File: config.mk
export PLATFORM = sky130hd
export DESIGN_NAME = qrs_sqrt_cell
export DESIGN_NICKNAME = d
export VERILOG_FILES = /design/src/design/qrs_pkg.sv /design/src/design/qrs_sqrt_cell.sv
export SDC_FILE = /design/constraint.sdc
export NUM_CORES = 1
export LEC_CHECK = 0
export ABC_AREA = 1
export ABC_CLOCK_PERIOD_IN_PS = 2470
export BUFFER_PORTS_ARGS = -buffer_cell sky130_fd_sc_hd__buf_2
export CAP_MARGIN = 15
export CORE_ASPECT_RATIO = 1.25
export CORE_MARGIN = 3
export CORE_UTILIZATION = 30
export DETAILED_ROUTE_END_ITERATION = 10
export SYNTH_ARGS = -nofsm -noshare
export SYNTH_HDL_FRONTEND = slang
export SYNTH_SLANG_ARGS = --single-unit
export TNS_END_PERCENT = 50
File: constraint.sdc
create_clock -name clk -period 2.47 [get_ports clk]
set_clock_uncertainty 0.05 [all_clocks]
set_input_delay 0.741 -clock clk [delete_from_list [all_inputs] [get_ports clk]]
set_output_delay 0.741 -clock clk [all_outputs]
set_load 0.1 [all_outputs]
File: src/design/qrs_pkg.sv
// ----------------------------------------------------------------------------
// quadratic root solver package
// shared control struct, count codes and result widths
// ----------------------------------------------------------------------------
package qrs_pkg;

  localparam int ROOT_BITS  = 33;
  localparam int COUNT_BITS = 3;
  // count, two roots, padded to whole bytes
  localparam int OUT_W = ((COUNT_BITS + 2 * ROOT_BITS + 7) / 8) * 8;

  localparam logic [COUNT_BITS-1:0] CNT_NONE  = 3'd0;
  localparam logic [COUNT_BITS-1:0] CNT_ONE   = 3'd1;
  localparam logic [COUNT_BITS-1:0] CNT_TWO   = 3'd2;
  localparam logic [COUNT_BITS-1:0] CNT_INF   = 3'd3;
  localparam logic [COUNT_BITS-1:0] CNT_NOSOL = 3'd4;

  typedef struct packed {
    logic                  valid;
    logic                  is_quadratic;
    logic [COUNT_BITS-1:0] root_count;
  } ctl_t;

endpackage

File: src/design/qrs_sqrt_cell.sv
// ----------------------------------------------------------------------------
// square root cell
// one restoring digit of the fixed point square root per cycle while the pipe advances
// ----------------------------------------------------------------------------
module qrs_sqrt_cell #(
  parameter int DW  = 34,
  parameter int RW  = 33,
  parameter int SBW = 110
) (
  input  logic             clk,
  input  logic             rst,
  input  logic             adv,
  input  qrs_pkg::ctl_t    ctl_i,
  input  logic [DW-1:0]    rad_i,
  input  logic [RW-1:0]    root_i,
  input  logic [RW+1:0]    rem_i,
  input  logic [SBW-1:0]   sb_i,
  output qrs_pkg::ctl_t    ctl_o,
  output logic [DW-1:0]    rad_o,
  output logic [RW-1:0]    root_o,
  output logic [RW+1:0]    rem_o,
  output logic [SBW-1:0]   sb_o
);
  import qrs_pkg::*;

  logic [RW+3:0] remx;
  logic [RW+3:0] trial;
  logic [RW+3:0] diff;
  logic          ge;

  always_comb begin
    remx  = {rem_i, rad_i[DW-1:DW-2]};
    trial = {2'b00, root_i, 2'b01};
    diff  = remx - trial;
    ge    = (remx >= trial);
  end

  always_ff @(posedge clk) begin
    if (rst) begin
      ctl_o <= '0;
    end else if (adv) begin
      ctl_o <= ctl_i;
    end
  end

  always_ff @(posedge clk) begin
    if (adv) begin
      rad_o  <= {rad_i[DW-3:0], 2'b00};
      root_o <= {root_i[RW-2:0], ge};
      rem_o  <= ge ? diff[RW+1:0] : remx[RW+1:0];
      sb_o   <= sb_i;
    end
  end

endmodule

# Yosys cells after proc, flatten, opt, wreduce, memory -nomap -nowiden
# Index checks and enable logic that the tools add are counted.
dict set report totals {
  reg_bits 215
  output_inout_bits 217
  elab_cells 10
}
dict set report classes {
  n_addsub 1
  magnitude_cmp 1
  n_mux 1
}
# op count
set op_table {}
lappend op_table {{greater-or-equal comparator 37 x 35 -> 1 bit} 1}
lappend op_table {{two-way mux 35 bit} 1}
lappend op_table {{subtractor 35 bit} 1}

# Depth between registers and ports, before layout
dict set report depth {
  word_depth 2
  ltp_mapped 16
}

# Worst setup path after synthesis
# No wires, ideal clock.
dict set report synth_path {
  path_kind {in2reg}
  startpoint {in root_i[0]}
  endpoint {reg rem_o[26], data pin}
  arrival_ps 2145
  required_time_ps 2168
  path_slack_ps 23
  path_stages 15
  cell_sequence {inv_1 > ha_1 > clkbuf_2 > o21ai_2 > nand2_2 > nand2_1 > nand2_2 > nand3_1 > nand2_2 > nand2_1 > nand2_2 > nand2_4 > buf_4 > nand3_2 > nand2_1}
}
dict set report synth_between {
  elab_chain_cells 2
}
# element line
set synth_lines {}
lappend synth_lines {{from (decl)} qrs_sqrt_cell.sv:15} ;# input logic [RW-1:0] root_i,
lappend synth_lines {{subtractor 35 bit / greater-or-equal comparator 37 x 35 -> 1 bit (equally long branches)} {qrs_sqrt_cell.sv:34, qrs_sqrt_cell.sv:35}}
lappend synth_lines {{two-way mux 35 bit *} qrs_sqrt_cell.sv:50} ;# rem_o <= ge ? diff[RW+1:0] : remx[RW+1:0];
lappend synth_lines {{to (signal assigned)} qrs_sqrt_cell.sv:50}
lappend synth_lines {{to (decl)} qrs_sqrt_cell.sv:21} ;# output logic [RW+1:0] rem_o,
# Every way passes the cells marked *; elsewhere a longest branch is shown, timed or not.
# A chain may end at the register's enable or synchronous reset.

# Worst setup path in the final report
dict set report layout_path {
  startpoint {in root_i[22]}
  endpoint {reg rem_o[21], data pin}
}
dict set report layout_between {
  elab_chain_cells 2
}
# element line
set layout_lines {}
lappend layout_lines {{greater-or-equal comparator 37 x 35 -> 1 bit} qrs_sqrt_cell.sv:35} ;# ge = (remx >= trial);
lappend layout_lines {{two-way mux 35 bit} qrs_sqrt_cell.sv:50}
# No other way between the ends.

==> qor.yml <==
setup_ws_ps: 162
clk_pin_slew_ps: 60
dpl.hpwl_um: 29000
vdd_drop_max_v: 0.000450
drc: 0
grt_setup_unrepaired: "false"
crit_fanout: 16
postCtsHoldBufs: 0
cts_resized: 0
worst_path_largest_cell_delay_ps: 390
syn2layout_area_growth_pct: 47.0
fin_util_pct: 44.9
cts_tree: "yes"
slowest_stage: "ha_1"
critical_path.cell_chain: "buf_2 -> inv_1 -> ha_1 -> a21oi_2 -> nand2_1 -> nand2_1 -> nand2_1 -> a21oi_2 -> nand4_4 -> buf_12 -> nand3_1 -> nand2_1"
cts.path.max_buffers: 3
overflow: 0
h-tree-depth: 1
final_layout_size_suffix_gt1_share_pct: 46.0
firstDrtPassIters: 4
hold_class: "in2reg"
place_congestion: 0.928
drtIter0Drc: 379
vias_per_cell: 4.40
finalSetupViolCount: 0
max_freq_ghz: 0.433
slew_headroom_pct: 59.8
fin_crit_sh_pct: 93.4
placed_cells: 1903
dieArea_um2: 35700
cts_num_sinks: 215
netlist_instances: 906
vias: 8578
synth_seq_area_share_pct: 63.8
period_needed_ps: 2310
die_w_um: 170
wire_per_inst_um: 18.0
die_y_um: 211
tns_ps: 0
postCtsSetupRepairBufs: 0
drv_cap: 0
syn_area_um2: 10000
io_pins: 437
tightest_slew_ps: 608
grt_pass1_wl_um: 51000
antenna_found_initial: 6
cpMostUsedCell: "nand2_1"
synthFlopType: "edfxtp_1"
required_ps: 2690
clk_latency_ps: 510
grt_pass1_vias: 8948
cts_made_buffers: 24
synth_edf_count: 210
slew_viol_final: 0
cp.arrival_ps: 2530
ys_async_sr_fraction_pct: 0
pre_cts_ws_ps: -404
synth.distinct_cells: 34
initial_core_util_pct: 30.5
start_kind: "input port"
fin_cells: 1951
core_area_um2: 32900
clock-root-buffer: "clkbuf_16"
total_power_mw: 12.4
avgSynthCellArea_um2: 11.1
track_usage_pct: 18.8
status: "finished, final reports clean"
numPortBuffers: 434
power_density_nw_per_um2: 838
nets: 1766
wl_um: 35200
rows: 74
num-fill-cells: 3135
yosys_register_bits: 215
grt_max_degree: 57
antenna_left: 0
leakage_nw: 7.17
critical_path_class: "in2reg"
final_hold_viol_count: 0
yosys_warnings: 0
crit_path_end_kind: "register"
[per-stage QoR]
stage	hold slack (ps)	instance area [µm²]
finish	331	14800
detailed placement	409	13900
floorplan	760	10000
CTS	308	14700
global route	308	14800
global placement	398	13900
[where the power goes]
part,leakage [nW],switching (mW),internal [mW]
registers,2.10,0.0936,4.39
clock network,0.398,1.44,2.30
logic,4.67,3.29,0.852
[kinds of logic (layout without fill, tap and decap cells)]
kind of cell	Yosys count	after routing	synth area share [%]
buffers and inverters	143	765	6.11
DFF	215	215	63.8
other	1	6	0.0374
and+or+nand+nor	450	450	21.6
xor gates and xnor gates	17	17	1.48
AOI/OAI and AO/OA	45	45	2.58
adders and majority gates	35	35	4.36
[cells in the mapped netlist (5+ instances only)]
cell type | number | area share [%]
a21oi_1 | 28 | 1.4
o21bai_1 | 7 | 0.52
nand3_2 | 41 | 4.1
nor2_2 | 10 | 0.62
ha_1 | 35 | 4.4
xor2_1 | 16 | 1.4
nand3_1 | 39 | 1.9
nand2_1 | 265 | 9.9
nor3_1 | 7 | 0.35
buf_6 | 8 | 0.90
nor2_1 | 50 | 1.9
inv_1 | 128 | 4.8
nand2_2 | 14 | 0.87
nand3b_1 | 10 | 0.75
dfxtp_1 | 5 | 1.0
edfxtp_1 | 210 | 63
o21ai_0 | 5 | 0.25
[flip-flops by register name (all words and copies together), names as in the netlist]
| register | flops |
|---|---|
| sb_o | 110 |
| root_o | 33 |
| rem_o | 35 |
| ctl_o | 5 |
| rad_o | 32 |
[layer usage]
layer  share of wire, %  vias up  track usage [%]
met3                8.5       69             5.76
met5               0.14        -                0
met4                3.3        6             6.80
met1                 36     3960             19.9
met2                 52      313             34.9
li1                   -     4230                -
[worst paths after layout]
path,cells after the start,slack [ps],to,start
worst max-delay path,12,160,rem_o[21]$_DFFE_PP_,root_i[22]
worst min-delay path,1,330,sb_o[53]$_DFFE_PP_,sb_i[53]
worst max register to register,2,1830,ctl_o[2]$_SDFFE_PP0P_,ctl_o[2]$_SDFFE_PP0P_
worst min register to register,2,410,ctl_o[1]$_SDFFE_PP0P_,ctl_o[1]$_SDFFE_PP0P_
[critical path, delay by kind of cell]
family	cells	cell delay (ps)
simple gates	6	650
compound gates	2	430
fa+ha+maj	1	390
buf+inv	3	310
[placed cells by master (no fill, tap or decap), types with 5 or more instances in the layout]
cell	synthesis	layout
o21ai_0	5	5
nand2_2	14	15
nand3_1	39	39
clkbuf_1	0	6
o21bai_1	7	7
buf_12	0	9
a21oi_1	28	27
inv_1	128	128
nor2_2	10	10
xor2_1	16	16
nor3_1	7	7
edfxtp_1	210	210
ha_1	35	35
nand3b_1	10	10
dfxtp_1	5	5
buf_4	4	148
clkbuf_16	0	25
nor2_1	50	50
nand3_2	41	41
nand2_1	265	264
buf_2	0	433
[final cells by class]
type / count / area, µm² / area share, %
inverter: 130 / 488 / 3.31
clock buffer: 32 / 662 / 4.49
timing repair buffer: 591 / 3470 / 23.5
sequential: 215 / 6410 / 43.4
clock inverter: 12 / 163 / 1.10
multi-input combinational: 549 / 3030 / 20.5
tap: 418 / 523 / 3.54
antenna: 4 / 10.0 / 0.0678
(Power assumes the default switching activity.)
