File: src/design/qrs_pkg.sv
// ----------------------------------------------------------------------------
// quadratic root solver package
// shared control struct, count codes and result widths
// ----------------------------------------------------------------------------
package qrs_pkg;

  localparam int ROOT_BITS  = 33;
  localparam int COUNT_BITS = 3;
  // count, two roots, padded to whole bytes
  localparam int OUT_W = ((COUNT_BITS + 2 * ROOT_BITS + 7) / 8) * 8;

  localparam logic [COUNT_BITS-1:0] CNT_NONE  = 3'd0;
  localparam logic [COUNT_BITS-1:0] CNT_ONE   = 3'd1;
  localparam logic [COUNT_BITS-1:0] CNT_TWO   = 3'd2;
  localparam logic [COUNT_BITS-1:0] CNT_INF   = 3'd3;
  localparam logic [COUNT_BITS-1:0] CNT_NOSOL = 3'd4;

  typedef struct packed {
    logic                  valid;
    logic                  is_quadratic;
    logic [COUNT_BITS-1:0] root_count;
  } ctl_t;

endpackage

File: src/design/qrs_div_cell.sv
// ----------------------------------------------------------------------------
// divider cell
// one restoring quotient bit per cycle while the pipe advances, for both root lanes
// ----------------------------------------------------------------------------
module qrs_div_cell #(
  parameter int NW = 34,
  parameter int DM = 17
) (
  input  logic                clk,
  input  logic                rst,
  input  logic                adv,
  input  qrs_pkg::ctl_t       ctl_i,
  input  logic [1:0][NW-1:0]  num_i,
  input  logic [1:0][DM-1:0]  den_i,
  input  logic [1:0][DM-1:0]  rem_i,
  input  logic [1:0][NW-1:0]  quot_i,
  input  logic [1:0]          neg_i,
  output qrs_pkg::ctl_t       ctl_o,
  output logic [1:0][NW-1:0]  num_o,
  output logic [1:0][DM-1:0]  den_o,
  output logic [1:0][DM-1:0]  rem_o,
  output logic [1:0][NW-1:0]  quot_o,
  output logic [1:0]          neg_o
);
  import qrs_pkg::*;

  logic [1:0][DM:0]   remx;
  logic [1:0][DM:0]   diff;
  logic [1:0]         ge;
  logic [1:0][DM-1:0] rem_next;

  always_comb begin
    for (int l = 0; l < 2; l++) begin
      remx[l]     = {rem_i[l], num_i[l][NW-1]};
      diff[l]     = remx[l] - {1'b0, den_i[l]};
      ge[l]       = (remx[l] >= {1'b0, den_i[l]});
      rem_next[l] = ge[l] ? diff[l][DM-1:0] : remx[l][DM-1:0];
    end
  end

  always_ff @(posedge clk) begin
    if (rst) begin
      ctl_o <= '0;
    end else if (adv) begin
      ctl_o <= ctl_i;
    end
  end

  always_ff @(posedge clk) begin
    if (adv) begin
      for (int l = 0; l < 2; l++) begin
        num_o[l]  <= {num_i[l][NW-2:0], 1'b0};
        quot_o[l] <= {quot_i[l][NW-2:0], ge[l]};
      end
      den_o <= den_i;
      rem_o <= rem_next;
      neg_o <= neg_i;
    end
  end

endmodule

File: config.mk
export PLATFORM = sky130hd
export DESIGN_NAME = qrs_div_cell
export DESIGN_NICKNAME = d
export VERILOG_FILES = /design/src/design/qrs_pkg.sv /design/src/design/qrs_div_cell.sv
export SDC_FILE = /design/constraint.sdc
export NUM_CORES = 1
export LEC_CHECK = 0
export BUFFER_PORTS_ARGS = -buffer_cell sky130_fd_sc_hd__buf_2
export CAP_MARGIN = 20
export CORE_AREA = 3 3 165 167
export CTS_BUF_LIST = sky130_fd_sc_hd__clkbuf_2
export DETAILED_ROUTE_END_ITERATION = 8
export DIE_AREA = 0 0 168 170
export HOLD_SLACK_MARGIN = 0.12
export MAX_ROUTING_LAYER = met4
export SLEW_MARGIN = 20
export SYNTH_ARGS = -nofsm -noshare
export SYNTH_HDL_FRONTEND = slang
export SYNTH_SLANG_ARGS = --single-unit
File: constraint.sdc
create_clock -name clk -period 3.8 [get_ports clk]
set_input_delay 0.19 -clock clk [delete_from_list [all_inputs] [get_ports clk]]
set_output_delay 0.19 -clock clk [all_outputs]
set_load 0.01 [all_outputs]
==> results of run 1 <==
-- through the flow --
step | utilization | hold WS [ns] | setup slack [ns] | cells
after floorplan | - | 0.2624 | 1.037 | 556
after detailed placement | 0.4317 | 0.3682 | 0.7607 | 1300
after global placement | 0.4317 | 0.3668 | 0.7717 | 1300
-- kinds of logic after synthesis --
logic type | synth area share
and+or+nand+nor | 0.04492
DFF | 0.7164
buffers and inverters | 0.03038
adders and majority gates | 0.05356
AOI/OAI and AO/OA | 0.09430
muxes | 0.03786
other | 0.0004315
xor gates and xnor gates | 0.02217
-- Yosys cell counts, types with 3 or more instances --
cell type and n:
a211oi_1 3, a21boi_0 3, a21o_1 15, a21oi_1 38
a22o_1 3, clkbuf_1 8, dfxtp_1 5, edfxtp_1 204
ha_1 34, inv_1 44, mux2_2 19, mux2_4 3
mux2i_1 7, nand2_1 19, nand2b_1 3, nand3_1 7
nand3b_1 3, nand4_1 4, nor2_1 15, nor2b_1 6
nor3_1 6, o211ai_1 5, o21a_1 4, o21ai_0 23
o21bai_1 4, o31ai_1 7, xnor2_1 15, xor2_1 7
==> run_results.csv, run 1 <==
group,metric,value,unit
floorplanning,rows,59,
clock_tree,htree_levels,2,
floorplanning,die_y,170,µm
yosys,synthDistinctLibCells,60,
yosys,ys_seq_area_frac,0.7164,
clock_tree,clock-sinks,209,
yosys,ys_top_cells_by_area,"edfxtp_1, ha_1, mux2_2",
outcome,error,"[ERROR RSZ-0060] Max buffer count reached.",
yosys,ys_warn_count,0,
clock_tree,hold_buffers,282,
yosys,synth_flop_cell,"edfxtp_1",
clock_tree,post_cts_buffers,0,
yosys,synth_edf_count,204,
floorplanning,die-width,168,µm
outcome,lastStage,"clock tree synthesis",
yosys,avgSynthCellArea,15.66,µm²
yosys,ys_seq_elements,209,
yosys,async_reset_ff_frac,0,
yosys,yosys.area.top_type,"edfxtp_1",
place,post_dp_cell_area,11190,µm²
yosys,syn_area,8691,µm²
floorplanning,start_util,0.3354,
clock_tree,cts_resized,0,
clock_tree,clockRootBuffer,"clkbuf_2",
outcome,status,"did not finish",
place,gp_congestion,0.8626,
place,numPortBuffers,420,
clock_tree,cts_buffers,56,
yosys,syn_inst,555,
floorplanning,ios,425,
yosys,yosys.area.top_type_share,0.7049,
clock_tree,cts.path.max_buffers,3,
place,dp_hpwl,20.92,mm
==> inputs of run 2 (changes only) <==
--- a/config.mk
+++ b/config.mk
@@ -7,12 +7,10 @@
 export LEC_CHECK = 0
 export BUFFER_PORTS_ARGS = -buffer_cell sky130_fd_sc_hd__buf_2
 export CAP_MARGIN = 20
-export CORE_AREA = 3 3 165 167
-export CTS_BUF_LIST = sky130_fd_sc_hd__clkbuf_2
+export CORE_MARGIN = 3
+export CORE_UTILIZATION = 35
 export DETAILED_ROUTE_END_ITERATION = 8
-export DIE_AREA = 0 0 168 170
-export HOLD_SLACK_MARGIN = 0.12
-export MAX_ROUTING_LAYER = met4
+export PLACE_DENSITY_LB_ADDON = 0.15
 export SLEW_MARGIN = 20
 export SYNTH_ARGS = -nofsm -noshare
 export SYNTH_HDL_FRONTEND = slang
==> run 2 against run 1 <==
Effect of this change: the flow now finishes without violations; synthesized cell count stayed put; area after synthesis unchanged.
==> run_results.csv, run 2 <==
group,metric,value,unit
cells_and_area,fillers,2025,
cells_and_area,fin_nets,1434,
routing,drtPass1Iterations,4,
floorplanning,start_util,0.3563,
global_routing,antenna_found_initial,4,
worst_setup_path,critPathKind,"in2reg",
place,gp_congestion,0.7968,
yosys,ys_warn_count,0,
timing,final.period_utilization,0.8030,
worst_hold_path,hold_depth,3,
yosys,synth_flop_cell,"edfxtp_1",
routing,route.detailed.drc,0,
worst_setup_path,worstSetupEndpointType,"register",
timing,hold_violations,0,
floorplanning,die_area,26760,µm²
routing,viasPerCell,4.628,
clock_tree,clkTransAtPathRegs,0.06,ns
floorplanning,ios,425,
routing,dr_total_vias,7057,
outcome,status,"finished, final reports clean",
global_routing,grt_pass1_wl,40.31,mm
yosys,synth.most_common_cell,"edfxtp_1",
cells_and_area,reg_top3,"quot_o (68), num_o (66)",
worst_setup_path,worstSetupStartpointType,"input port",
yosys,async_reset_ff_frac,0,
yosys,ys_top_cells_by_area,"edfxtp_1, ha_1, mux2_2",
worst_setup_path,critPathMaxFanout,10,
place,dp_hpwl,19.37,mm
yosys,synth_xor_area_frac,0.02217,
timing,period_needed,3.051,ns
global_routing,grt_overflow,0,
yosys,ys_seq_area_frac,0.7164,
worst_setup_path,required,4.04,ns
clock_tree,cts_buffers,24,
clock_tree,clock-sinks,209,
clock_tree,hold_buffers,192,
worst_setup_path,arrival,3.29,ns
run,max-cap-violations,0,
global_routing,grt_max_degree,76,
clock_tree,cts_tree,"yes",
cells_and_area,regMostFlops,"quot_o",
yosys,avgSynthCellArea,15.66,µm²
yosys,syn_area,8691,µm²
timing,worst_pin_slew,0.6842,ns
floorplanning,rows,57,
yosys,synthTopCellsByCount,"edfxtp_1, inv_1, a21oi_1, ha_1, o21ai_0",
global_routing,grtUsageTotal,0.1924,
yosys,synth_mux_area_frac,0.03786,
place,numPortBuffers,420,
cells_and_area,layout.cells.most_common,"buf_2",
timing,max_slew_margin,0.5407,
place,post_dp_cell_area,11170,µm²
timing,rsz0062_at_grt,"false",
timing,setup_viol,0,
floorplanning,die_y,163.6,µm
cells_and_area,stdcell_area,13850,µm²
cells_and_area,layout_common_cells,"buf_2, edfxtp_1, dlygate4sd3_1, inv_1, a21oi_1",
yosys,synthDistinctLibCells,60,
clock_tree,post_cts_buffers,0,
cells_and_area,largest_register_ffs,68,
yosys,yosys.area.top_type,"edfxtp_1",
routing,drt-initial-drc-count,440,
global_routing,grt_pass1_vias,7095,
clock_tree,cts.path.max_buffers,3,
pwr,peakVddDrop,414.5,µV
cells_and_area,flow.area_growth_from_synthesis,59.31,%
worst_setup_path,reg2reg_depth,3,
yosys,synth_top_family_by_area,"compound AO/OA/AOI/OAI gates",
cells_and_area,seqCellArea,6226,µm²
yosys,yosys.area_share.adder,0.05356,
clock_tree,htree_levels,1,
yosys,syn_inst,555,
yosys,yosys.area.top_type_share,0.7049,
pwr,cellPowerDensity,446.3,nW/µm²
cells_and_area,drive_gt1_frac,0.4077,
worst_hold_path,hp-class,"in2reg",
clock_tree,clockRootBuffer,"clkbuf_16",
yosys,ys_seq_elements,209,
routing,ant_nets,0,
cells_and_area,fin_util,0.5677,
floorplanning,core,24390,µm²
routing,routedWlPerCell,18.02,µm
cells_and_area,multiInputGateArea,2205,µm²
timing,holdWs,0.02524,ns
timing,drv_slew,0,
yosys,yosys.area_share.simple,0.04492,
routing,wirelength,27.48,mm
yosys,synth_compound_gate_area_share,0.09430,
timing,fin_setup_tns,0,ns
clock_tree,clk-insertion-delay-late,0.51,ns
pwr,power.leakage,6.072,nW
floorplanning,die-width,163.6,µm
timing,skew,0,ns
clock_tree,cts_resized,0,
yosys,synth_edf_count,204,
timing,clock.fmax,327.7,MHz
## run 2: power breakdown
group / total (mW) / internal (mW) / switching [mW] / leakage, nW
clock network: 2.21 / 1.30 / 0.906 / 0.364
logic: 1.14 / 0.552 / 0.587 / 3.67
registers: 2.83 / 2.78 / 0.0496 / 2.04
## run 2: metal layers
layer	routed length (µm)	global-route usage	vias to the layer above
met5	0	0	-
met4	1013	0.07612	0
met3	2153	0.04869	58
met2	14090	0.3416	270
met1	10220	0.2224	3347
li1	-	-	3382
## run 2: cells by family after synthesis
group / after synthesis
XOR/XNOR: 22
flip-flops: 209
multiplexers: 29
other: 1
adder cells (fa/ha/maj): 36
buffers and inverters: 60
AO/OA/AOI/OAI: 123
AND/OR/NAND/NOR: 75
## run 2: final timing paths
kind,slack [ns],from,end
worst max-delay path,0.75,den_i[17],rem_o[23]
worst max register to register,2.67,ctl_o[3],ctl_o[3]
worst min-delay path,0.03,num_i[33],rem_o[0]
worst min register to register,0.50,ctl_o[4],ctl_o[4]
## run 2: critical path: stages
cell,delay (ns)
dlygate4sd3_1,0.54
buf_2,0.13
ha_1,0.19
inv_1,0.07
fa_1,0.19
a21o_1,0.14
nor2b_1,0.27
nor3_1,0.09
o21ai_0,0.32
a41o_1,0.50
buf_4,0.29
mux2_2,0.36
## run 2: area by class of cell
cell class / count / share of cell area
inverters: 45 / 0.01238
repair buffers: 617 / 0.2949
diodes: 4 / 0.0007229
clock buffers: 31 / 0.04826
flip-flops and latches: 209 / 0.4497
multi-input cells: 287 / 0.1592
clock inverters: 8 / 0.005603
well taps: 324 / 0.02928
## run 2: per-stage QoR
stage	instances	worst slack, ns	power, mW
2_1_floorplan	556	1.037	3.384
3_3_place_gp	1290	0.7638	3.844
3_5_place_dp	1290	0.7720	3.852
4_1_cts	1521	0.8024	6.249
5_1_grt	1525	0.5819	6.470
6_report	1525	0.7488	6.179
No activity file was read; power rests on OpenSTA's default activity.
